`src/design/psm_pkg.sv`:
```
// ----------------------------------------------------------------------------
// psm_pkg
// Shared types, field positions and helpers for the public suffix matcher.
// ----------------------------------------------------------------------------
package psm_pkg;

    // Operation codes of an input item
    typedef enum logic [1:0] {
        OP_DOMAIN = 2'd0,
        OP_TEXT   = 2'd1,
        OP_NODE   = 2'd2,
        OP_CHILD  = 2'd3
    } op_t;

    // Child node types
    localparam logic [1:0] TYPE_NORMAL    = 2'd0;
    localparam logic [1:0] TYPE_EXCEPTION = 2'd1;

    localparam logic [7:0] DOT_CHAR  = 8'h2E;
    localparam int         BUF_DEPTH = 256;

    // Node word fields
    localparam int NODE_LEN_HI   = 5;
    localparam int NODE_OFF_LO   = 6;
    localparam int NODE_OFF_HI   = 20;
    localparam int NODE_ICANN    = 21;
    localparam int NODE_CHILD_LO = 22;
    localparam int NODE_CHILD_HI = 31;

    // Child word fields
    localparam int CH_LO_HI   = 13;
    localparam int CH_HI_LO   = 14;
    localparam int CH_HI_HI   = 27;
    localparam int CH_TYPE_LO = 28;
    localparam int CH_TYPE_HI = 29;
    localparam int CH_WILD    = 30;

    // Classified item passed from front to back
    typedef struct packed {
        op_t         op;
        logic        in_range;
        logic [14:0] addr;
        logic [31:0] word;
        logic [7:0]  dchar;
        logic        last;
    } item_t;

    // One result item
    typedef struct packed {
        logic [7:0] suffix_start;
        logic       icann;
        logic [7:0] reg_domain_start;
        logic       reg_domain_found;
        logic       too_long;
    } res_t;

    // x mod d for x < 256 * d, by eight compare-subtract steps
    function automatic logic [15:0] mod_reduce(input logic [15:0] x, input logic [15:0] d);
        logic [23:0] acc;
        logic [23:0] dk;
        acc = {8'd0, x};
        for (int k = 7; k >= 0; k--) begin
            dk = {8'd0, d} << k;
            if (acc >= dk) begin
                acc = acc - dk;
            end
        end
        return acc[15:0];
    endfunction

endpackage

```
`src/design/psm_front.sv`:
```
// ----------------------------------------------------------------------------
// psm_front
// Accepts input items, classifies them and queues them for the back end.
// ----------------------------------------------------------------------------
module psm_front #(
    parameter int TEXT_DEPTH  = 32768,
    parameter int NODE_DEPTH  = 16384,
    parameter int CHILD_DEPTH = 1024
) (
    input  logic                 clk,
    input  logic                 rst_n,
    input  logic                 push,
    output logic                 full,
    input  logic [1:0]           operation,
    input  logic [14:0]          load_address,
    input  logic [31:0]          load_word,
    input  logic [7:0]           domain_char,
    input  logic                 domain_last,
    output logic                 item_valid,
    output psm_pkg::item_t       item,
    input  logic                 item_pop
);

    psm_pkg::item_t q_reg [2];
    logic           wr_ptr_reg, wr_ptr_next;
    logic           rd_ptr_reg, rd_ptr_next;
    logic [1:0]     count_reg, count_next;
    psm_pkg::item_t cls;
    logic           do_push, do_pop;

    // classify: tag the item with whether its load address fits its store
    always_comb
    begin
        cls.op       = psm_pkg::op_t'(operation);
        cls.addr     = load_address;
        cls.word     = load_word;
        cls.dchar    = domain_char;
        cls.last     = domain_last;
        cls.in_range = 1'b1;
        unique case (psm_pkg::op_t'(operation))
            psm_pkg::OP_TEXT:   cls.in_range = {1'b0, load_address} < 16'(TEXT_DEPTH);
            psm_pkg::OP_NODE:   cls.in_range = {1'b0, load_address} < 16'(NODE_DEPTH);
            psm_pkg::OP_CHILD:  cls.in_range = {1'b0, load_address} < 16'(CHILD_DEPTH);
            psm_pkg::OP_DOMAIN: cls.in_range = 1'b1;
        endcase
    end

    assign full       = (count_reg == 2'd2);
    assign item_valid = (count_reg != 2'd0);
    assign item       = q_reg[rd_ptr_reg];
    assign do_push    = push && !full;
    assign do_pop     = item_pop && item_valid;

    // queue pointers
    always_comb
    begin
        wr_ptr_next = wr_ptr_reg ^ do_push;
        rd_ptr_next = rd_ptr_reg ^ do_pop;
        count_next  = count_reg + {1'b0, do_push} - {1'b0, do_pop};
    end

    always_ff @(posedge clk or negedge rst_n)
    begin
        if (!rst_n)
        begin
            wr_ptr_reg <= 1'b0;
            rd_ptr_reg <= 1'b0;
            count_reg  <= 2'd0;
        end
        else
        begin
            wr_ptr_reg <= wr_ptr_next;
            rd_ptr_reg <= rd_ptr_next;
            count_reg  <= count_next;
        end
    end

    // queue storage
    always_ff @(posedge clk)
    begin
        if (do_push)
        begin
            q_reg[wr_ptr_reg] <= cls;
        end
    end

endmodule

```
`config.mk`:
```
export PLATFORM = sky130hd
export DESIGN_NAME = psm_front
export DESIGN_NICKNAME = d
export VERILOG_FILES = /design/src/design/psm_pkg.sv /design/src/design/psm_front.sv
export SDC_FILE = /design/constraint.sdc
export NUM_CORES = 1
export LEC_CHECK = 0
export BUFFER_PORTS_ARGS = -buffer_cell sky130_fd_sc_hd__buf_2
export CELL_PAD_IN_SITES_DETAIL_PLACEMENT = 1
export CELL_PAD_IN_SITES_GLOBAL_PLACEMENT = 1
export CORE_ASPECT_RATIO = 0.5
export CORE_MARGIN = 2
export CORE_UTILIZATION = 24
export CTS_CLUSTER_SIZE = 25
export DETAILED_ROUTE_END_ITERATION = 7
export PLACE_DENSITY = 0.45
export SYNTH_ARGS = -nofsm -noshare
export SYNTH_HDL_FRONTEND = slang
export SYNTH_SLANG_ARGS = --single-unit
```
`constraint.sdc`:
```
create_clock -name clk -period 5.6 [get_ports clk]
set_input_delay 1.4 -clock clk [delete_from_list [all_inputs] [get_ports clk]]
set_output_delay 1.4 -clock clk [all_outputs]
set_load 0.03 [all_outputs]
```
# ---- Word-level counts from Yosys, hierarchy flattened
# Memory sizes are Yosys's and may differ from the RTL's.
# Cells that the tools add are included.
dict set report word_totals {
  ff_bits 4
  latchBits 0
  mem_bits_rw 118
  romBits 0
  inputBits 62
  elab_cells 23
  mem_count 1
}
# memory depth word_bits read_ports rd_ports_with_merged_regs wr line_no
set memory_table {}
lappend memory_table {q_reg 2 59 1 0 1 psm_front.sv:24} ;# psm_pkg::item_t q_reg [2];
dict set report classes {
  addsub 2
  n_mul 0
  div_mod_pow 0
  n_lt_le_gt_ge 2
  n_eq_ne 4
  n_shift 0
  n_mux 3
  bitwise 2
  reduce_logical 6
}
# operator n
set op_table {}
lappend op_table {{15-bit by 11-bit < comparator with 1-bit output, second input constant} 1}
lappend op_table {{15-bit < comparator, second input constant} 1}
lappend op_table {{2-bit equality test, second input constant} 3}
lappend op_table {{1-bit one-hot mux with 3 select lines} 1}
lappend op_table {{2-bit by 1-bit adder with 2-bit output} 1}
lappend op_table {{2-bit by 1-bit equality test with 1-bit output, second input constant} 1}
lappend op_table {{1-bit logical AND} 2}
lappend op_table {{2-bit zero test} 1}
lappend op_table {{1-bit two-way mux} 2}
lappend op_table {{2-bit nonzero test} 1}
lappend op_table {{2-bit OR reduction} 1}
lappend op_table {{2-bit by 1-bit subtractor with 2-bit output} 1}
lappend op_table {{1-bit XOR} 2}
lappend op_table {{1-bit zero test} 1}

# ---- Depth between registers and ports, before layout
dict set report depth {
  word_depth 5
  depth_mapped 7
  depth_no_buf 7
}

# ---- Worst setup path before layout
# No wires, ideal clock.
dict set report synth_timing {
  kind {in2reg}
  from {input push}
  to {memory q_reg[1][0] (netlist bit), enable pin}
  arrival_time_ns 2.975
  setup_slack_ns 2.202
  path_stages 2
  n_path_buf 0
  cell_sequence {and2_1 -> ha_1}
}
dict set report synth_between {
  elab_chain_len 3
}
# item line_no
set synth_rtl {}
lappend synth_rtl {{start, declared} psm_front.sv:12} ;# input logic push,
lappend synth_rtl {{1-bit logical AND} psm_front.sv:51} ;# assign do_push = push && !full;
lappend synth_rtl {{1-bit two-way mux} psm_front.sv:81} ;# if (do_push)
lappend synth_rtl {{1-bit two-way mux (implied by the code)} psm_front.sv:83} ;# q_reg[wr_ptr_reg] <= cls;
lappend synth_rtl {{end, declared} psm_front.sv:24}
# Every way passes these cells.

==> impl_results.md <==
- Status: completed
- Mapped cell area: 0.00480 mm^2
- Synth Instances: 206
- Layout cells sized above 1: 0.610
- VDD IR max: 0.231 mV
- Seq/Total Area, Yosys: 0.759
- TritonRoute pass-1 iters: 4
- Aggregate global routing overflow: 0
- Overall Global Routing Usage: 0.0991
- Vias in the first global route: 2801
- Synth warn: 0
- ANT cells: 0
- DRT iter0 DRCs: 49
- Die area: 0.0212 mm^2
- IO Count: 123
- Sum Neg Setup Slack: 0 ns
- Pwr Density: 609 mW/mm^2
- Top cells by area, synth: edfxtp_1, mux2_4, buf_12, dfrtp_1, ha_1
- Antenna Nets Post-Route: 0
- Hold buffer count at cts: 0
- Area Overhead vs Synth: 30.6%
- Cells after DPL: 589
- Port bufs: 122
- CTS sink count: 122
- Syn Area/Cell: 23.3 um^2
- Hold Fails Final Rpt: 0
- Clk slew on worst S/H paths: 0.06 ns
- Total Wirelength: 9770 um
- Vias per inst: 3.72
- Leakage power: 2.49 nW
- Element type at the critical path start: register
- Worst Hold Slack: 0.533 ns
- Synth area leader: edfxtp_1
- Most common cell after layout, fill and taps aside: buf_2
- Initial antenna violation count: 0
- Die Wd: 204 um
- Post-Syn Nets: 272
- Tot Pwr: 0.00382 W
- Fin. max-slew vios: 0
- Post-DP HPWL: 6610 um
- DIE HEIGHT: 104 um
- Worst skew pair latency: 0.40 ns
- Initial Util: 0.245
- Post-Route Skew: 0.00682 ns
- Cells resized by post-CTS repair: 0
- Kind of critical path: reg -> out
- Post-layout nets: 408
- RSZ-0062 raised after global routing: no
- Worst Tran Pin Value: 1.17 ns
- Placer Congestion: 0.622
- Avg WL per Cell: 15.8 um
- Clock root cell: clkbuf_16
- Register bit total from synthesis: 122
- DRC Markers: 0
- H-Tree Depth: 4
- Final setup viols: 0
- Setup repair bufs after CTS: 0
- Slew HR: 0.221
- Core Footprint: 0.0195 mm^2
- CP arrival: 2.18 ns
- Post-Layout Cell Count: 620
- Maximum number of pins on one net before global-route repair: 61
- Fmax: 279 MHz
- Total CTS buffers: 17
- Row count: 36
- Worst min path class: reg -> reg
- Critical Path Sink Type: output pin
- CTS max path bufs: 2
- CTS tree: done
- Via count: 2306
- CP required: 4.20 ns
- Commonest cells after routing, fill and taps aside: buf_2, edfxtp_1, mux2_4
- Max FFs per register: 118
- Max-cap viol count: 0
- Global-route wire length before repair: 15500 um
- Period Utilization, post-route: 0.639
- Min Tclk post-route: 3.58 ns
- Max FO, Critical Path: 60
- Yosys top cell area share: 0.738
- Synth cell types: 16
[metrics by stage]
| stage | setup slack, ns | instance area (um^2) | util |
|---|---|---|---|
| detailed placement | 2.20 | 5630 | 0.288 |
| global placement | 2.30 | 5630 | 0.288 |
| global route | 1.89 | 6260 | 0.320 |
| finish | 2.02 | 6260 | 0.320 |
| CTS | 1.94 | 6260 | 0.320 |
| floorplan | 2.20 | 4800 | - |
[power breakdown]
group          internal [W]  leakage [nW]  switching [W]  total (W)
Sequential          0.00125          1.14       0.000176    0.00143
Clock              0.000784         0.303       0.000383    0.00117
Combinational      0.000521          1.05       0.000699    0.00122
Total               0.00256          2.49        0.00126    0.00382
[per-layer routing]
layer / global-route usage / up-vias / wire length, um
li1: - / 1078 / -
met1: 0.103 / 1181 / 3780
met2: 0.182 / 36 / 5510
met3: 0.0351 / 11 / 357
met4: 0.0388 / 0 / 123
met5: 0 / - / 0
[worst paths after layout]
path                         startpoint           end  slack, ns  cells after the start
max in group asynchronous         rst_n    rd_ptr_reg       4.66                      1
setup reg to reg           count_reg[0]  q_reg[0][45]       3.24                      4
setup / recovery             rd_ptr_reg      item[36]       2.02                      2
hold reg to reg            count_reg[1]  count_reg[1]       0.53                      1
hold / removal             count_reg[1]  count_reg[1]       0.53                      1
min in group asynchronous         rst_n  count_reg[0]       0.80                      1
[critical path, cell delays in order, from the launching register on]
cell and delay [ns]:
dfrtp_4 1.20, mux2_4 0.37, buf_2 0.18
[cell usage after synthesis (all sizes together)]
| cell | instances |
|---|---|
| buf | 7 |
| o21ai | 1 |
| mux2 | 59 |
| o41a | 1 |
| o21a | 1 |
| xor2 | 1 |
| or2 | 1 |
| nand2b | 1 |
| ha | 4 |
| xnor2 | 2 |
| nand2 | 1 |
| edfxtp | 118 |
| inv | 4 |
| dfrtp | 4 |
| and2 | 1 |
[cells by family after synthesis]
family / after synthesis / share of synthesized area
xor+xnor: 3 / 0.00548
mux: 59 / 0.185
flops: 122 / 0.759
compound gates: 3 / 0.00495
buf+inv: 11 / 0.0305
fa+ha+maj: 4 / 0.0104
simple gates: 4 / 0.00470
[cell type report]
cell class                 count  area, um^2
multi-input combinational     73        1010
clock buffer                  18         429
clock inverter                13         201
inverter                       4        15.0
tap                          266         333
timing repair buffer         124         626
sequential                   122        3650
fill                        2023       13300
(Power assumes the default switching activity.)
